===== config.mk =====
export PLATFORM = sky130hd
export DESIGN_NAME = wildcard_byte_pattern_search
export DESIGN_NICKNAME = d
export VERILOG_FILES = /design/src/hdl/wbps_pkg.sv /design/src/hdl/wbps_regs.sv /design/src/hdl/wbps_match.sv /design/src/hdl/wildcard_byte_pattern_search.sv
export VERILOG_INCLUDE_DIRS = /design/src /design/src/hdl
export SDC_FILE = /design/constraint.sdc
export NUM_CORES = 1
export LEC_CHECK = 0
export ABC_CLOCK_PERIOD_IN_PS = 13200
export BUFFER_PORTS_ARGS = -buffer_cell sky130_fd_sc_hd__buf_2
export CORE_UTILIZATION = 45
export CTS_CLUSTER_SIZE = 16
export DETAILED_ROUTE_END_ITERATION = 16
export SYNTH_ARGS = -nofsm -noshare
export SYNTH_HDL_FRONTEND = slang
export SYNTH_SLANG_ARGS = --single-unit

===== constraint.sdc =====
create_clock -name clk -period 13.2 [get_ports clk]
set_input_delay 0.66 -clock clk [delete_from_list [all_inputs] [get_ports clk]]
set_output_delay 0.66 -clock clk [all_outputs]
set_load 0.03 [all_outputs]

===== src/hdl/wildcard_byte_pattern_search_macros.svh =====
// Assertion macros shared by the search block.
`ifndef WILDCARD_BYTE_PATTERN_SEARCH_MACROS_SVH
`define WILDCARD_BYTE_PATTERN_SEARCH_MACROS_SVH

`ifndef SYNTHESIS

`define WBPS_ASSERT_NOW(label, ante, cons) \
    label: assert property (@(posedge clk) disable iff (!rst_n) (ante) |-> (cons)) \
        else $error("wbps assertion failed");

`define WBPS_ASSERT_NEXT(label, ante, cons) \
    label: assert property (@(posedge clk) disable iff (!rst_n) (ante) |=> (cons)) \
        else $error("wbps assertion failed");

`else

`define WBPS_ASSERT_NOW(label, ante, cons)

`define WBPS_ASSERT_NEXT(label, ante, cons)

`endif

`endif


===== src/hdl/wbps_pkg.sv =====
package wbps_pkg;

    localparam int REG_PATTERN_MAX = 16;
    localparam int LEN_BITS        = 5;
    localparam int ADDR_FIELD_BITS = 48;
    localparam int APB_ADDR_BITS   = 6;
    localparam int APB_DATA_BITS   = 64;
    localparam int REG_INDEX_BITS  = 3;

    localparam logic [REG_INDEX_BITS-1:0] REG_PAT_0_3   = 3'd0;
    localparam logic [REG_INDEX_BITS-1:0] REG_PAT_4_7   = 3'd1;
    localparam logic [REG_INDEX_BITS-1:0] REG_PAT_8_11  = 3'd2;
    localparam logic [REG_INDEX_BITS-1:0] REG_PAT_12_15 = 3'd3;
    localparam logic [REG_INDEX_BITS-1:0] REG_WILD_MASK = 3'd4;
    localparam logic [REG_INDEX_BITS-1:0] REG_PAT_LEN   = 3'd5;
    localparam logic [REG_INDEX_BITS-1:0] REG_BASE      = 3'd6;

    typedef struct packed {
        logic [REG_PATTERN_MAX-1:0][7:0] pattern;
        logic [REG_PATTERN_MAX-1:0]      wild_mask;
        logic [LEN_BITS-1:0]             pattern_length;
        logic [ADDR_FIELD_BITS-1:0]      region_base;
    } cfg_t;

endpackage


===== src/hdl/wbps_regs.sv =====
module wbps_regs
    import wbps_pkg::*;
(
    input  logic                     clk,
    input  logic                     rst_n,
    input  logic                     psel,
    input  logic                     penable,
    input  logic                     pwrite,
    input  logic [APB_ADDR_BITS-1:0] paddr,
    input  logic [APB_DATA_BITS-1:0] pwdata,
    output logic [APB_DATA_BITS-1:0] prdata,
    output cfg_t                     cfg
);

    logic [REG_PATTERN_MAX-1:0][7:0] pattern_reg;
    logic [REG_PATTERN_MAX-1:0]      wild_mask_reg;
    logic [LEN_BITS-1:0]             pattern_length_reg;
    logic [ADDR_FIELD_BITS-1:0]      region_base_reg;
    logic [REG_INDEX_BITS-1:0]       reg_index;
    logic                            write_en;

    assign reg_index = paddr[APB_ADDR_BITS-1:APB_ADDR_BITS-REG_INDEX_BITS];
    assign write_en  = psel && penable && pwrite;

    always_ff @(posedge clk or negedge rst_n)
    begin
        if (!rst_n)
        begin
            pattern_reg        <= '0;
            wild_mask_reg      <= '0;
            pattern_length_reg <= LEN_BITS'(1);
            region_base_reg    <= '0;
        end
        else if (write_en)
        begin
            unique case (reg_index)
                REG_PAT_0_3:   pattern_reg[3:0]   <= pwdata[31:0];
                REG_PAT_4_7:   pattern_reg[7:4]   <= pwdata[31:0];
                REG_PAT_8_11:  pattern_reg[11:8]  <= pwdata[31:0];
                REG_PAT_12_15: pattern_reg[15:12] <= pwdata[31:0];
                REG_WILD_MASK: wild_mask_reg      <= pwdata[REG_PATTERN_MAX-1:0];
                REG_PAT_LEN:   pattern_length_reg <= pwdata[LEN_BITS-1:0];
                REG_BASE:      region_base_reg    <= pwdata[ADDR_FIELD_BITS-1:0];
                default:       ;
            endcase
        end
    end

    always_comb
    begin
        unique case (reg_index)
            REG_PAT_0_3:   prdata = APB_DATA_BITS'(pattern_reg[3:0]);
            REG_PAT_4_7:   prdata = APB_DATA_BITS'(pattern_reg[7:4]);
            REG_PAT_8_11:  prdata = APB_DATA_BITS'(pattern_reg[11:8]);
            REG_PAT_12_15: prdata = APB_DATA_BITS'(pattern_reg[15:12]);
            REG_WILD_MASK: prdata = APB_DATA_BITS'(wild_mask_reg);
            REG_PAT_LEN:   prdata = APB_DATA_BITS'(pattern_length_reg);
            REG_BASE:      prdata = APB_DATA_BITS'(region_base_reg);
            default:       prdata = '0;
        endcase
    end

    assign cfg.pattern        = pattern_reg;
    assign cfg.wild_mask      = wild_mask_reg;
    assign cfg.pattern_length = pattern_length_reg;
    assign cfg.region_base    = region_base_reg;

endmodule


===== src/hdl/wbps_match.sv =====
module wbps_match
    import wbps_pkg::*;
#(
    parameter int CMP_BYTES = 16
)
(
    input  logic [CMP_BYTES-1:0][7:0]           window,
    input  logic [$clog2(CMP_BYTES+1)-1:0]      fill,
    input  cfg_t                                cfg,
    output logic [LEN_BITS-1:0]                 active_len,
    output logic                                hit
);

    localparam int IDX_BITS = (CMP_BYTES > 1) ? $clog2(CMP_BYTES) : 1;

    // Clamp the configured length to 1..CMP_BYTES
    always_comb
    begin
        if (cfg.pattern_length == '0)
            active_len = LEN_BITS'(1);
        else if (cfg.pattern_length > LEN_BITS'(CMP_BYTES))
            active_len = LEN_BITS'(CMP_BYTES);
        else
            active_len = cfg.pattern_length;
    end

    // Pattern byte i lines up with window entry len-1-i (entry 0 is newest)
    always_comb
    begin
        logic [LEN_BITS-1:0] diff;
        logic [IDX_BITS-1:0] idx;
        logic                all_ok;
        all_ok = 1'b1;
        for (int i = 0; i < CMP_BYTES; i++)
        begin
            diff = active_len - LEN_BITS'(i) - LEN_BITS'(1);
            idx  = diff[IDX_BITS-1:0];
            if ((LEN_BITS'(i) < active_len) && !cfg.wild_mask[i]
                && (window[idx] != cfg.pattern[i]))
                all_ok = 1'b0;
        end
        hit = all_ok && (LEN_BITS'(fill) >= active_len);
    end

endmodule


===== src/hdl/wildcard_byte_pattern_search.sv =====
// Channel  | Signals                                   | Accepted when
// ---------+-------------------------------------------+-------------------------------
// in       | in_valid, in_ready, data_byte, last_byte  | in_valid & in_ready
// out      | out_valid, out_ready, found, match_address| out_valid & out_ready
// config   | psel, penable, pwrite, paddr, pwdata      | psel & penable & pwrite & pready
//
// One byte per cycle when out_ready stays high; set by the single compare stage.
// Result path: the input register, then the result register, ahead of out_valid.
// rst_n clears control state and loads register defaults (length 1, rest 0).
// A held result stalls only a byte that makes a result; other bytes keep flowing.
`include "wildcard_byte_pattern_search_macros.svh"

module wildcard_byte_pattern_search
    import wbps_pkg::*;
#(
    parameter int PATTERN_BYTES = 16,
    parameter int ADDR_BITS     = 48
)
(
    input  logic                       clk,
    input  logic                       rst_n,
    input  logic                       psel,
    input  logic                       penable,
    input  logic                       pwrite,
    input  logic [APB_ADDR_BITS-1:0]   paddr,
    input  logic [APB_DATA_BITS-1:0]   pwdata,
    output logic [APB_DATA_BITS-1:0]   prdata,
    output logic                       pready,
    input  logic                       in_valid,
    output logic                       in_ready,
    input  logic [7:0]                 data_byte,
    input  logic                       last_byte,
    output logic                       out_valid,
    input  logic                       out_ready,
    output logic                       found,
    output logic [ADDR_FIELD_BITS-1:0] match_address
);

    localparam int CMP_BYTES = (PATTERN_BYTES < REG_PATTERN_MAX) ?
                               PATTERN_BYTES : REG_PATTERN_MAX;
    localparam int FILL_BITS = $clog2(CMP_BYTES + 1);
    localparam int SUM_BITS  = (ADDR_BITS > ADDR_FIELD_BITS) ? ADDR_BITS : ADDR_FIELD_BITS;
    localparam logic [SUM_BITS-1:0] ADDR_MASK = {SUM_BITS{1'b1}} >> (SUM_BITS - ADDR_BITS);

    cfg_t                          cfg;

    logic                          in_valid_reg;
    logic [7:0]                    data_reg;
    logic                          last_reg;

    logic [CMP_BYTES-1:0][7:0]     window_reg;
    logic [CMP_BYTES-1:0][7:0]     window_next;
    logic [FILL_BITS-1:0]          fill_reg;
    logic [FILL_BITS-1:0]          fill_next;
    logic [ADDR_BITS-1:0]          offset_reg;
    logic                          done_reg;

    logic                          out_valid_reg;
    logic                          found_reg;
    logic [ADDR_FIELD_BITS-1:0]    address_reg;
    logic [ADDR_FIELD_BITS-1:0]    address_next;

    logic [LEN_BITS-1:0]           active_len;
    logic                          hit;
    logic                          advance;
    logic                          produce;
    logic [SUM_BITS-1:0]           sum_full;

    wbps_regs u_regs
    (
        .clk     (clk),
        .rst_n   (rst_n),
        .psel    (psel),
        .penable (penable),
        .pwrite  (pwrite),
        .paddr   (paddr),
        .pwdata  (pwdata),
        .prdata  (prdata),
        .cfg     (cfg)
    );

    assign pready = 1'b1;

    assign advance  = in_valid_reg && (!produce || !out_valid_reg || out_ready);
    assign in_ready = !in_valid_reg || advance;

    // Hold the incoming item until the compare stage takes it
    always_ff @(posedge clk or negedge rst_n)
    begin
        if (!rst_n)
            in_valid_reg <= 1'b0;
        else if (in_ready)
            in_valid_reg <= in_valid;
    end

    always_ff @(posedge clk)
    begin
        if (in_valid && in_ready)
        begin
            data_reg <= data_byte;
            last_reg <= last_byte;
        end
    end

    always_comb
    begin
        window_next[0] = data_reg;
        for (int k = 1; k < CMP_BYTES; k++)
            window_next[k] = window_reg[k-1];
    end

    assign fill_next = (fill_reg == FILL_BITS'(CMP_BYTES)) ? fill_reg
                                                          : fill_reg + FILL_BITS'(1);

    wbps_match #(.CMP_BYTES(CMP_BYTES)) u_match
    (
        .window     (window_next),
        .fill       (fill_next),
        .cfg        (cfg),
        .active_len (active_len),
        .hit        (hit)
    );

    // Match start = offset - (len - 1), then rebased and wrapped
    assign sum_full = SUM_BITS'(cfg.region_base) + SUM_BITS'(offset_reg)
                      - SUM_BITS'(active_len) + SUM_BITS'(1);
    assign address_next = hit ? ADDR_FIELD_BITS'(sum_full & ADDR_MASK) : '0;

    assign produce = !done_reg && (hit || last_reg);

    always_ff @(posedge clk or negedge rst_n)
    begin
        if (!rst_n)
        begin
            fill_reg      <= '0;
            offset_reg    <= '0;
            done_reg      <= 1'b0;
            out_valid_reg <= 1'b0;
        end
        else
        begin
            if (advance)
            begin
                if (last_reg)
                begin
                    fill_reg   <= '0;
                    offset_reg <= '0;
                    done_reg   <= 1'b0;
                end
                else if (!done_reg)
                begin
                    fill_reg   <= fill_next;
                    offset_reg <= offset_reg + ADDR_BITS'(1);
                    done_reg   <= hit;
                end
            end
            if (advance && produce)
                out_valid_reg <= 1'b1;
            else if (out_ready)
                out_valid_reg <= 1'b0;
        end
    end

    always_ff @(posedge clk)
    begin
        if (advance && !done_reg)
            window_reg <= window_next;
        if (advance && produce)
        begin
            found_reg   <= hit;
            address_reg <= address_next;
        end
    end

    assign out_valid     = out_valid_reg;
    assign found         = found_reg;
    assign match_address = address_reg;

    `WBPS_ASSERT_NOW(a_notfound_zero_addr, out_valid_reg && !found_reg, address_reg == '0)
    `WBPS_ASSERT_NEXT(a_restart_on_last, advance && last_reg, !done_reg && fill_reg == '0)
    `WBPS_ASSERT_NEXT(a_match_sets_done, advance && produce && !last_reg, done_reg)
    `WBPS_ASSERT_NOW(a_no_result_after_done, advance && done_reg, !produce)

endmodule


=== Word-level counts from Yosys, hierarchy flattened ===
Cells that the tools add are included.

* Bits in latches: 0
* Memories kept: 0
* Word-level logic and storage cells: 271
* Register bits after elaboration: 431
* Bits in read-only memories: 0
* Output and inout port bits: 116
* Input bits: 86
* Bits in writable memories: 0

* Add/sub/neg operators: 35
* $lt $le $gt $ge: 34
* Divide/modulo/power cells: 0
* Equal/unequal tests: 24
* Shift operators: 0
* Mux-type cells: 60
* Reductions and logical operators: 75
* Multipliers: 0
* Bitwise gates (word level): 0

{| class="wikitable"
|+ Operator list
! operator !! number
|-
| 8-bit binary-select mux with 4-bit select || 16
|-
| 48-bit one-hot mux with 7 select lines || 1
|-
| 8-bit two-way mux || 16
|-
| 8-bit != test || 16
|-
| 48-bit by 1-bit adder with 48-bit output, second input constant || 2
|-
| 48-bit two-way mux || 2
|-
| 4-bit by 5-bit less-than comparator with 1-bit output, second input constant || 16
|-
| 4-bit by 1-bit subtractor with 4-bit output, second input constant || 16
|-
| 48-bit adder || 1
|-
| 48-bit by 5-bit subtractor with 48-bit output || 1
|-
| 1-bit logical AND || 40
|-
| 4-bit by 5-bit less-than comparator with 1-bit output, first input constant || 8
|-
| 4-bit subtractor, second input constant || 8
|-
| 5-bit two-way mux || 5
|-
| 1-bit logical NOT || 20
|-
| 3-bit by 5-bit less-than comparator with 1-bit output, first input constant || 4
|-
| 1-bit two-way mux || 20
|-
| 2-bit AND reduction || 8
|-
| 4-bit by 3-bit subtractor with 4-bit output, second input constant || 4
|-
| 1-bit by 5-bit less-than comparator with 1-bit output, first input constant || 2
|-
| 2-bit by 5-bit less-than comparator with 1-bit output, first input constant || 2
|-
| 3-bit == test, second input constant || 3
|-
| 4-bit by 2-bit subtractor with 4-bit output, second input constant || 2
|-
| 3-bit by 2-bit == test with 1-bit output, second input constant || 2
|-
| 10 further kinds || 13
|}

=== Longest topological paths before layout ===
Gate-level depths: netlist of run 1.

* Depth after elaboration: 33
* Depth in mapped cells: 29
* Mapped depth without buffers: 22

=== Modules after synthesis ===
A second synthesis of run 1 with hierarchy kept.

* Cell total of the unflattened synthesis: 2936
* Area total of the unflattened synthesis: 31281.3 µm²

{| class="wikitable"
|+ Modules (own cells, without submodules)
! module !! cells an instance !! times used !! area each (µm²)
|-
| wildcard_byte_pattern_search || 1194 || 1 || 12588.3
|-
| wbps_match || 1070 || 1 || 9464.1
|-
| wbps_regs || 672 || 1 || 9228.9
|}

=== Least setup slack after synthesis of run 1 ===
Ideal clock, no wire load.

* Path kind: reg2reg
* From: reg u_regs.pattern_length_reg[1]
* To: reg offset_reg[10]
* Data arrival time: 9.093 ns
* Path slack: 3.986 ns
* Path buffers: 9
* Cell stages (with the launch flop): 26
* Library setup time: 0.121 ns
* Period minus slack after synthesis: 9.214 ns
* Cells stage by stage: dfrtp_1 > nor3_1 > o21ai_2 > buf_6 > inv_4 > buf_8 > buf_8 > buf_4 > buf_2 > buf_2 > ha_1 > buf_1 > clkbuf_1 > a31oi_1 > a2111oi_0 > a21oi_1 > nor2_1 > mux4_2 > xnor2_1 > nand3_1 > o21a_1 > nor4_4 > o21ai_1 > clkbuf_1 > a41oi_1 > o21a_1

* Word-level cells in the longest chain between the ends: 32
* Elaborated cells between the ends (all ways): 155

{| class="wikitable"
|+ Ends and longest elaborated chain
! what !! line !! text
|-
| start: declaration || wbps_regs.sv:17 || <nowiki>logic [LEN_BITS-1:0] pattern_length_reg;</nowiki>
|-
| start signal: assignment || wbps_regs.sv:42 || <nowiki>REG_PAT_LEN: pattern_length_reg <= pwdata[LEN_BITS-1:0];</nowiki>
|-
| 5-bit > comparator || wbps_match.sv:21 || <nowiki>else if (cfg.pattern_length > LEN_BITS'(CMP_BYTES))</nowiki>
|-
| 5-bit two-way mux || wbps_match.sv:21 ||
|-
| 5-bit two-way mux * || wbps_match.sv:19 || <nowiki>if (cfg.pattern_length == '0)</nowiki>
|-
| 4-bit by 1-bit subtractor with 4-bit output || wbps_match.sv:36 || <nowiki>diff = active_len - LEN_BITS'(i) - LEN_BITS'(1);</nowiki>
|-
| 4-bit by 1-bit subtractor with 4-bit output or 8-bit binary-select mux with 4-bit select (tied branches) || wbps_match.sv:36, wbps_match.sv:39 ||
|-
| 8-bit binary-select mux with 4-bit select or 8-bit two-way mux (tied branches) || wbps_match.sv:39 || <nowiki>&& (window[idx] != cfg.pattern[i]))</nowiki>
|-
| 8-bit two-way mux (not written as such) or 8-bit != test (tied branches) || wbps_match.sv:39 ||
|-
| 8-bit != test or 1-bit logical AND (tied branches) || wbps_match.sv:39 ||
|-
| 1-bit logical AND or 1-bit two-way mux (tied branches) || wbps_match.sv:39, wbps_match.sv:38 ||
|-
| 1-bit two-way mux (15 in a row) || wbps_match.sv:38 || <nowiki>if ((LEN_BITS'(i) < active_len) && !cfg.wild_mask[i]</nowiki>
|-
| 1-bit logical AND * || wbps_match.sv:42 || <nowiki>hit = all_ok && (LEN_BITS'(fill) >= active_len);</nowiki>
|-
| 1-bit logical OR * || wildcard_byte_pattern_search.sv:129 || <nowiki>assign produce = !done_reg && (hit || last_reg);</nowiki>
|-
| 1-bit logical AND * || wildcard_byte_pattern_search.sv:129 ||
|-
| 1-bit logical NOT * || wildcard_byte_pattern_search.sv:84 || <nowiki>assign advance = in_valid_reg && (!produce || !out_valid_reg || out_ready);</nowiki>
|-
| 1-bit logical OR * (2 in a row) || wildcard_byte_pattern_search.sv:84 ||
|-
| 1-bit logical AND * || wildcard_byte_pattern_search.sv:84 ||
|-
| 2-bit AND reduction (no line) * || n/a ||
|-
| end signal: assignment || wildcard_byte_pattern_search.sv:153 || <nowiki>offset_reg <= offset_reg + ADDR_BITS'(1);</nowiki>
|-
| end: declaration || wildcard_byte_pattern_search.sv:55 || <nowiki>logic [ADDR_BITS-1:0] offset_reg;</nowiki>
|}

Every way passes the cells marked *; elsewhere a longest branch is shown, timed or not. The select of a mux whose other input is x is not followed.
A chain may end at the register's enable or synchronous reset.

=== Worst setup path in the final report of run 1 ===
* From: reg u_regs.pattern_length_reg[1]
* To: out in_ready

* Word-level cells in the longest chain between the ends: 32
* Elaborated cells between the ends (all ways): 155

{| class="wikitable"
|+ Ends and longest elaborated chain
! what !! line !! text
|-
| 5-bit > comparator || wbps_match.sv:21 ||
|-
| 5-bit two-way mux || wbps_match.sv:21 ||
|-
| 5-bit two-way mux * || wbps_match.sv:19 ||
|-
| 4-bit by 1-bit subtractor with 4-bit output || wbps_match.sv:36 ||
|-
| 4-bit by 1-bit subtractor with 4-bit output or 8-bit binary-select mux with 4-bit select (tied branches) || wbps_match.sv:36, wbps_match.sv:39 ||
|-
| 8-bit binary-select mux with 4-bit select or 8-bit two-way mux (tied branches) || wbps_match.sv:39 ||
|-
| 8-bit two-way mux (not written as such) or 8-bit != test (tied branches) || wbps_match.sv:39 ||
|-
| 8-bit != test or 1-bit logical AND (tied branches) || wbps_match.sv:39 ||
|-
| 1-bit logical AND or 1-bit two-way mux (tied branches) || wbps_match.sv:39, wbps_match.sv:38 ||
|-
| 1-bit two-way mux (15 in a row) || wbps_match.sv:38 ||
|-
| 1-bit logical AND * || wbps_match.sv:42 ||
|-
| 1-bit logical OR * || wildcard_byte_pattern_search.sv:129 ||
|-
| 1-bit logical AND * || wildcard_byte_pattern_search.sv:129 ||
|-
| 1-bit logical NOT * || wildcard_byte_pattern_search.sv:84 ||
|-
| 1-bit logical OR * (2 in a row) || wildcard_byte_pattern_search.sv:84 ||
|-
| 1-bit logical AND * || wildcard_byte_pattern_search.sv:84 ||
|-
| 1-bit logical OR * || wildcard_byte_pattern_search.sv:85 || <nowiki>assign in_ready = !in_valid_reg || advance;</nowiki>
|-
| end: declaration || wildcard_byte_pattern_search.sv:30 || <nowiki>output logic in_ready,</nowiki>
|}

Marks and branches as above.

==> flow_metrics.tcl, run 1 <==
set metrics [dict create \
    synth_adder_area_share 0.0438 \
    synth.area.mux_share 0.282 \
    status "finished clean" \
    regToRegSetupSlack_ns 4.77 \
    critPathRequiredTime_ns 12.54 \
    drive_gt1_frac 0.232 \
    final_nets 3217 \
    utilization 0.505 \
    yosys.area.top_type "dfrtp_1" \
    cp_max_fo 68 \
    cp_data_arrival_time_ns 7.82 \
    fin_skew_ns 0.0196 \
    io_buffers 165 \
    min_period_ns 8.48 \
    path_class "flop to output pin" \
    coreArea_mm2 0.0703 \
    timing.fmax_mhz 118 \
    ios 202 \
    whs_ns 0.0325 \
    rsz0062_at_grt "false" \
    clock-sinks 431 \
    worstSetupStartpointType "flop" \
    drtIter0Drc 2603 \
    post_cts_buffers 0 \
    grt_pass1_vias 24473 \
    avgSynthCellArea_um2 11.0 \
    fin_setup_tns_ns 0 \
    r2r_cells 18 \
    dpl.hpwl_um 80800 \
    synthesis.area_mm2 0.0321 \
    synth_top_cells_by_area "dfrtp_1 20%, edfxtp_1 17%, mux4_2 13%" \
    final_hold_viol_count 0 \
    yosysWarnings 0 \
    die-area_mm2 0.0724 \
    routedWlPerCell_um 27.2 \
    largest_reg_flops 128 \
    fillers 6270 \
    clk_latency_ns 0.61 \
    critPathCaptureType "output pin" \
    peakVddDrop_mv 0.125 \
    ant_nets 0 \
    num_rows 97 \
    vias_per_cell 6.26 \
    ys.flop_type "dfrtp_1" \
    initial_core_util 0.457 \
    grt_first_pass_wirelength_um 160000 \
    hold_buffers 0 \
    finalSetupViolations 0 \
    synth_xor_area_frac 0.0466 \
    p_per_area_mw_per_mm2 191 \
    ys_ff_latch 431 \
    slew_viol_final 0 \
    tightest_slew_ns 1.29 \
    firstDrtPassIters 6 \
    post-route-drc-count 0 \
    ys_top_cells_by_count "272 x mux2i_1, 252 x dfrtp_1, 227 x inv_1, 214 x nand2_1, 192 x mux4_2" \
    grtUsageTotal 0.300 \
    synth_cells 2917 \
    wl_um 109000 \
    antenna_found_initial 2 \
    slew_headroom 0.134 \
    yosys.area.top_type_share 0.196 \
    drv_cap 0 \
    yosysSeqAreaShare 0.364 \
    grt_max_degree 106 \
    synth-async-reset-ratio 0.587 \
    ctsResizeCount 0 \
    synth-simple-area-share 0.0964 \
    synth.distinct_cells 89 \
    synth.most_common_cell "mux2i_1" \
    synth_compound_area_frac 0.111 \
    synth_top_family_by_area "multiplexers" \
    timing.rr.end "window_next[109]" \
    synth_edf_count 178 \
    clockBufferDepth 3 \
    cts_tree "built" \
    grt-ovfl-total 0 \
    cts-root-buf "clkbuf_16" \
    globalplace.congestion 0.979 \
    hold_class "input pin to asynchronous set/reset pin" \
    die_y_um 269 \
    area_growth_pct 10.6 \
    fin_crit_sh 0.643 \
    die_w_um 269 \
    cts-htree-levels 2 \
    dr_total_vias 25058 \
    p_leak_nw 15.1 \
    clk_pin_slew_ns 0.06 \
    reg2reg_from "u_regs.pattern_length_reg[1]" \
    numCtsBuffers 51 \
]
## where the power goes
part | switching (mW) | internal, mW | total [mW] | leakage (nW)
clock | 0.599 | 0.889 | 1.49 | 0.872
sequential | 0.236 | 1.60 | 1.84 | 4.96
combinational | 2.00 | 1.44 | 3.44 | 9.29
total | 2.84 | 3.92 | 6.76 | 15.1
## cell families after synthesis
group | after synthesis
AO/OA/AOI/OAI | 531
XOR/XNOR | 170
adder cells (fa/ha/maj) | 110
buffers and inverters | 414
flip-flops | 431
multiplexers | 642
other | 2
AND/OR/NAND/NOR | 617
## final cells by class
type | count | area (um^2) | area share
diodes | 1 | 2.50 | 0.0000705
clock buffers | 72 | 1500 | 0.0422
clock inverters | 21 | 254 | 0.00715
inverters | 233 | 885 | 0.0249
multi-input cells | 2087 | 18800 | 0.529
flip-flops and latches | 431 | 11700 | 0.329
well taps | 940 | 1180 | 0.0331
repair buffers | 217 | 1230 | 0.0345
## cells in the final DEF, fill, tap and decap left out, drive strengths merged, types with 8 or more instances in the layout
master     n
nor3      32
a221oi     9
nor4      18
a22o       9
ha       106
nand2b    24
or3       10
buf      217
xnor2    116
o21a      14
inv      238
a211oi    23
edfxtp   178
a22oi     74
nor2b     18
dfrtp    252
or4        9
and4       9
mux4     192
a21o      41
xor2      54
nor2     103
conb      17
and3      33
mux2i    272
o21ai    110
a21oi    100
a31o      10
o21bai    10
mux2     178
nand2    214
clkinv    11
a2111oi    8
clkbuf    72
nand3     38
o211ai     9
and2      52
o22ai     36
nand4     35
a31oi     15
## metrics by stage
step | area (um^2) | power [mW] | std cells | setup slack [ns]
global placement | 33700 | 5.18 | 3908 | 4.98
CTS | 35500 | 6.75 | 4001 | 4.81
finish | 35500 | 6.76 | 4002 | 4.72
floorplan | 32200 | 4.20 | 2932 | 3.99
global route | 35500 | 7.09 | 4002 | 4.43
detailed placement | 33700 | 5.24 | 3908 | 4.92
## critical path: stages, from the launching register on
cell and delay (ns):
dfrtp_1 0.85, nor3_1 0.20, o21ai_4 0.49, inv_8 0.33, ha_2 0.43, buf_4 0.75, mux4_2 0.49, a22oi_1 0.25
a21oi_1 0.10, or4_1 0.59, o41ai_1 0.87, o2111ai_1 0.24, or4b_4 0.58, o41ai_2 0.23, buf_4 0.26, nand3_1 0.17
buf_2 0.24
## layer usage
| metal | part of all wire | track usage | vias up |
|---|---|---|---|
| met5 | 0 | 0 | - |
| met4 | 0.045 | 0.125 | 0 |
| met3 | 0.074 | 0.0554 | 218 |
| met2 | 0.47 | 0.486 | 1018 |
| met1 | 0.41 | 0.396 | 12698 |
| li1 | - | - | 11124 |
## worst max path at each step
stage                                 start               to  slack [ns]  cells after the start
2_1_floorplan  u_regs.pattern_length_reg[1]   offset_reg[10]        3.99                     25
3_3_place_gp   u_regs.pattern_length_reg[1]  window_next[37]        4.98                     17
3_5_place_dp   u_regs.pattern_length_reg[1]  window_next[93]        4.92                     18
4_1_cts        u_regs.pattern_length_reg[1]         in_ready        4.81                     17
5_1_grt        u_regs.pattern_length_reg[1]         in_ready        4.43                     16
6_report       u_regs.pattern_length_reg[1]         in_ready        4.72                     16
No activity file was read; power rests on OpenSTA's default activity.
==> run 2, diff against run 1 <==
--- a/config.mk
+++ b/config.mk
@@ -6,7 +6,7 @@
 export SDC_FILE = /design/constraint.sdc
 export NUM_CORES = 1
 export LEC_CHECK = 0
-export ABC_CLOCK_PERIOD_IN_PS = 13200
+export ABC_CLOCK_PERIOD_IN_PS = 7000
 export BUFFER_PORTS_ARGS = -buffer_cell sky130_fd_sc_hd__buf_2
 export CORE_UTILIZATION = 45
 export CTS_CLUSTER_SIZE = 16
==> constraint.sdc (replaced) <==
create_clock -name clk -period 7 [get_ports clk]
set_input_delay 0.35 -clock clk [delete_from_list [all_inputs] [get_ports clk]]
set_output_delay 0.35 -clock clk [all_outputs]
set_load 0.03 [all_outputs]
==> run 2 against run 1 <==
Global-route usage is 0.56 points lower. Clock skew is 0.0060 ns higher. Sequential power is 88% higher. Utilization is 1.0 points higher. Hold slack worse by 0.0060 ns. Largest cell class unchanged. Largest power group unchanged.
==> flow_metrics.tcl, run 2 (synthesis results as in run 1) <==
set metrics [dict create \
    grtUsageTotal 0.295 \
    fin_crit_sh 0.981 \
    slew_viol_final 0 \
    timing.fmax_mhz 146 \
    grt_max_degree 149 \
    clock-sinks 431 \
    final_nets 3283 \
    grt_first_pass_wirelength_um 159000 \
    globalplace.congestion 1.03 \
    firstDrtPassIters 7 \
    min_period_ns 6.87 \
    dp.cells 3939 \
    routedWlPerCell_um 26.1 \
    num_rows 97 \
    critPathCaptureType "output pin" \
    whs_ns 0.0265 \
    io_buffers 165 \
    worstSetupStartpointType "flop" \
    drtIter0Drc 3054 \
    grt_pass1_vias 24914 \
    area_growth_pct 12.8 \
    final_hold_viol_count 0 \
    fin_setup_tns_ns 0 \
    dr_total_vias 25813 \
    antenna_found_initial 1 \
    layout_commonest_cell "mux2i_1" \
    critPathSlowestCell "xnor2_2" \
    coreArea_mm2 0.0703 \
    ant_nets 0 \
    hold_class "input pin to flop" \
    fin_skew_ns 0.0256 \
    cts-htree-levels 2 \
    cts-root-buf "clkbuf_16" \
    utilization 0.515 \
    final_cells 4070 \
    wl_um 106000 \
    drv_cap 0 \
    finalSetupViolations 0 \
    critPathLaunch "u_regs.pattern_length_reg[4]" \
    p_leak_nw 15.5 \
    path_class "flop to output pin" \
    post-route-drc-count 0 \
    peakVddDrop_mv 0.206 \
    final_cell_mix "272 x mux2i_1, 252 x dfrtp_1, 227 x inv_1" \
    clk_latency_ns 0.64 \
    fillers 6193 \
    dpl.hpwl_um 79200 \
    reg2reg_from "u_regs.pattern_length_reg[4]" \
    rsz0062_at_grt "false" \
    tightest_slew_ns 1.45 \
    drive_gt1_frac 0.236 \
    cp_data_arrival_time_ns 6.52 \
    vias_per_cell 6.34 \
    die_w_um 269 \
    largest_reg_flops 128 \
    p_per_area_mw_per_mm2 356 \
    critical_path_buf_inv_count 3 \
    cts_tree "built" \
    path_cells "inv_2, nand2_1, inv_1, ha_1, xnor2_2, mux4_2, mux2_2, a221oi_1, and4_1, nand4_1, a211o_1, or4b_4, o41ai_2, nand3_1, buf_2" \
    cp_top_family "simple AND/OR/NAND/NOR gates" \
    grt-ovfl-total 0 \
    post_cts_buffers 0 \
    cp_max_fo 17 \
    die_y_um 269 \
    initial_core_util 0.457 \
    slew_headroom 0.0307 \
    hp-start "pwdata[19]" \
    max_stage_delay_ns 1.13 \
    status "finished clean" \
    clk_pin_slew_ns 0.06 \
    clockBufferDepth 3 \
    ios 202 \
    die-area_mm2 0.0724 \
    numCtsBuffers 51 \
    critPathRequiredTime_ns 6.65 \
]
-- run 2: cell types whose count changed in the layout (fill, tap and decap cells not counted), moves of 4 or more --
cell           before  now
clkinv_2            5   11
buf_4              52   75
clkinv_1            5    9
buf_12              0    7
inv_4               7    1
clkbuf_8           10    5
dlygate4sd3_1       0   35
-- run 2: power by group --
| group | total [mW] | internal, mW | switching, mW |
|---|---|---|---|
| clock network | 2.83 | 1.68 | 1.15 |
| logic | 6.59 | 2.81 | 3.78 |
| registers | 3.46 | 3.02 | 0.446 |
-- run 2: path summary, 6_finish.rpt --
| kind | endpoint | slack, ns | depth (start not counted) |
|---|---|---|---|
| min reg2reg | offset_reg[37] | 0.51 | 1 |
| max | in_ready | 0.13 | 15 |
| min | u_regs.region_base_reg[19] | 0.03 | 3 |
| max in group asynchronous | u_regs.cfg[117] | 5.25 | 3 |
| min in group asynchronous | u_regs.region_base_reg[39] | 0.34 | 2 |
| max reg2reg | offset_reg[45] | 0.45 | 18 |
-- run 2: what timing repair did --
action | CTS | global route
resized for setup | 0 | 2
hold buffers | 35 | 0
hold endpoints to repair | 142 | 0
setup endpoints to repair | 0 | 1
-- run 2: worst register-to-register path: stages (launching register included) --
cell	delay [ns]
dfrtp_1	0.73
inv_2	0.07
nand2_1	0.12
inv_1	0.08
ha_1	0.28
xnor2_2	1.13
mux4_2	0.46
mux2_2	0.34
a221oi_1	0.34
and4_1	0.31
nand4_1	0.22
a211o_1	0.34
or4b_4	0.56
o41a_1	0.39
buf_4	0.18
o311ai_2	0.27
buf_4	0.30
or4_1	0.18
mux2i_1	0.19
-- run 2: cell type report --
| cell class | count | area (um^2) | share of cell area |
|---|---|---|---|
| multi-input cells | 2087 | 18800 | 0.519 |
| flip-flops and latches | 431 | 11700 | 0.323 |
| repair buffers | 283 | 1920 | 0.0529 |
| clock buffers | 65 | 1400 | 0.0387 |
| well taps | 940 | 1180 | 0.0325 |
| inverters | 233 | 885 | 0.0244 |
| clock inverters | 29 | 362 | 0.00999 |
| diodes | 2 | 5.00 | 0.000138 |
-- run 2: per-layer routing --
metal  wire length, um  global-route usage
met3              8720              0.0536
met1             42900               0.391
met2             49600               0.472
met5                 0                   0
met4              5100               0.130
-- run 2: per-stage QoR --
stage | setup WS (ns) | power (mW) | instance area (um^2)
global route | 0.00571 | 13.5 | 36200
CTS | 0.286 | 12.8 | 36200
finish | 0.135 | 12.9 | 36200
detailed placement | 0.691 | 9.92 | 34100
global placement | 0.698 | 9.79 | 34100
floorplan | 0.250 | 7.92 | 32200
==> run 3, diff against run 2 <==
--- a/config.mk
+++ b/config.mk
@@ -8,9 +8,11 @@
 export LEC_CHECK = 0
 export ABC_CLOCK_PERIOD_IN_PS = 7000
 export BUFFER_PORTS_ARGS = -buffer_cell sky130_fd_sc_hd__buf_2
-export CORE_UTILIZATION = 45
+export CORE_UTILIZATION = 55
 export CTS_CLUSTER_SIZE = 16
 export DETAILED_ROUTE_END_ITERATION = 16
+export GPL_TIMING_DRIVEN = 1
+export PLACE_DENSITY = 0.76
 export SYNTH_ARGS = -nofsm -noshare
 export SYNTH_HDL_FRONTEND = slang
 export SYNTH_SLANG_ARGS = --single-unit
==> run 3 against run 2 <==
Critical path depth shrank 1. Non-clock buffer count shrank 14. Hold slack lost 0.0033 ns. Total power shrank 1.7%. Sequential share of layout area grew 0.45 points. Largest cell class unchanged.
==> flow_metrics.tcl, run 3 (synthesis results as in run 1) <==
set metrics [dict create \
    holdPathStages 3 \
    clk_latency_ns 0.61 \
    die-area_mm2 0.0593 \
    numCtsBuffers 48 \
    fin_setup_tns_ns 0 \
    critPathRequiredTime_ns 6.65 \
    reg2reg_from "u_regs.pattern_length_reg[3]" \
    cp_top_family "compound AO/OA/AOI/OAI gates" \
    firstDrtPassIters 9 \
    peakVddDrop_mv 0.237 \
    max_stage_delay_ns 0.88 \
    cp_data_arrival_time_ns 6.49 \
    area_growth_pct 11.3 \
    clock-sinks 431 \
    p_total_mw 12.7 \
    cp_max_fo 88 \
    path_cells "nor3_1, o21ai_4, inv_6, buf_12, mux4_2, a22oi_1, a21oi_1, or4_1, o41ai_1, o2111ai_1, or4b_4, o41ai_2, nand3_1, buf_2" \
    drtIter0Drc 2856 \
    layout_commonest_cell "mux2i_1" \
    r2r_cells 17 \
    critPathCaptureType "output pin" \
    initial_core_util 0.556 \
    diodes 0 \
    io_buffers 165 \
    cts-root-buf "clkbuf_16" \
    slew_headroom 0.162 \
    final_hold_viol_count 0 \
    post-route-drc-count 0 \
    coreArea_mm2 0.0577 \
    utilization 0.619 \
    busiest_layer "met2" \
    placed_area_mm2 0.0338 \
    grt_util_met2 0.550 \
    vias_per_cell 6.62 \
    hold_path_end "u_regs.region_base_reg[19]" \
    largest_reg_flops 128 \
    min_period_ns 6.84 \
    ios 202 \
    grt_pass1_vias 24903 \
    final_cell_area_mm2 0.0357 \
    dr_total_vias 25629 \
    wl_um 105000 \
    dpl.hpwl_um 77600 \
    regToRegSetupSlack_ns 0.35 \
    critPathSlowestCell "o41ai_1" \
    cts-htree-levels 2 \
    grt.met1_usage 0.462 \
    die_y_um 244 \
    dp.cells 3758 \
    fin_crit_sh 0.977 \
    tightest_slew_ns 1.25 \
    drive_gt1_frac 0.236 \
    worstSetupStartpointType "flop" \
    fin_skew_ns 0.0143 \
    clk_pin_slew_ns 0.07 \
    grt_max_degree 192 \
    critical_path_buf_inv_count 3 \
    timing.rr.end "offset_reg[45]" \
    grt_first_pass_wirelength_um 158000 \
    num_rows 88 \
    fillers 4593 \
    cts_tree "built" \
    met3_usage 0.0779 \
    finalSetupViolations 0 \
    final_nets 3266 \
    grt-ovfl-total 0 \
    timing.fmax_mhz 146 \
    hp-start "pwdata[19]" \
    routedWlPerCell_um 27.0 \
    slew_viol_final 0 \
    clockBufferDepth 3 \
    p_leak_nw 15.3 \
    path_class "flop to output pin" \
    globalplace.congestion 1.07 \
    status "finished clean" \
    final_cell_mix "272 x mux2i_1, 252 x dfrtp_1, 227 x inv_1" \
    drv_cap 0 \
    hold_class "input pin to flop" \
    antenna_found_initial 3 \
    rsz0062_at_grt "false" \
    ctsResizeCount 0 \
    die_w_um 244 \
    p_per_area_mw_per_mm2 355 \
    grtUsageTotal 0.352 \
    final_cells 3873 \
    ant_nets 0 \
]
[run 3: metrics by stage]
step	setup slack [ns]	hold slack (ns)
3_5_place_dp	0.610	0.311
2_1_floorplan	0.250	0.0544
3_3_place_gp	0.678	0.304
4_1_cts	0.288	0.0163
5_1_grt	0.0574	0.0289
6_report	0.162	0.0231
[run 3: final cells by class]
type / count / area (um^2) / area share
well taps: 765 / 957 / 0.0268
flip-flops and latches: 431 / 11700 / 0.327
clock inverters: 27 / 269 / 0.00753
clock buffers: 61 / 1330 / 0.0372
repair buffers: 269 / 1820 / 0.0510
multi-input cells: 2087 / 18800 / 0.526
inverters: 233 / 882 / 0.0247
[run 3: power by group]
part	switching (mW)	total [mW]	internal [mW]	leakage, nW
clock	1.11	2.60	1.50	0.792
combinational	3.81	6.61	2.80	9.57
sequential	0.441	3.46	3.02	4.96
total	5.35	12.7	7.31	15.3
[run 3: worst max-delay path by stage]
| stage | startpoint | to | slack, ns | depth (start not counted) |
|---|---|---|---|---|
| floorplan | u_regs.pattern_length_reg[4] | found | 0.25 | 20 |
| finish | u_regs.pattern_length_reg[3] | in_ready | 0.16 | 14 |
| CTS | u_regs.pattern_length_reg[3] | in_ready | 0.29 | 14 |
| global placement | u_regs.pattern_length_reg[3] | offset_reg[45] | 0.68 | 17 |
| global route | u_regs.pattern_length_reg[3] | in_ready | 0.06 | 14 |
| detailed placement | u_regs.pattern_length_reg[3] | offset_reg[45] | 0.61 | 17 |
[run 3: worst register-to-register path, cell delays in order, from the launching register on]
cell and delay, ns:
dfrtp_1 0.56, nor3_1 0.38, o21ai_4 0.15, inv_6 0.11, buf_12 0.44, mux4_2 0.81
a22oi_1 0.24, a21oi_1 0.10, or4_1 0.60, o41ai_1 0.88, o2111ai_1 0.22, or4b_4 0.57
o41a_1 0.36, buf_4 0.17, o311ai_2 0.28, buf_4 0.31, or4_1 0.17, mux2i_1 0.22
[run 3: repair_timing]
item                                   4_1_cts  5_1_grt
buffers inserted                             0        0
endpoints found under the hold margin       88        0
hold buffers                                27        0
[run 3: routing by layer]
metal  vias to the layer above  routed length, um
met5                         -                 28
met4                         4               6080
met3                       275               9300
met2                      1276              48200
met1                     12881              40900
li1                      11193                  -
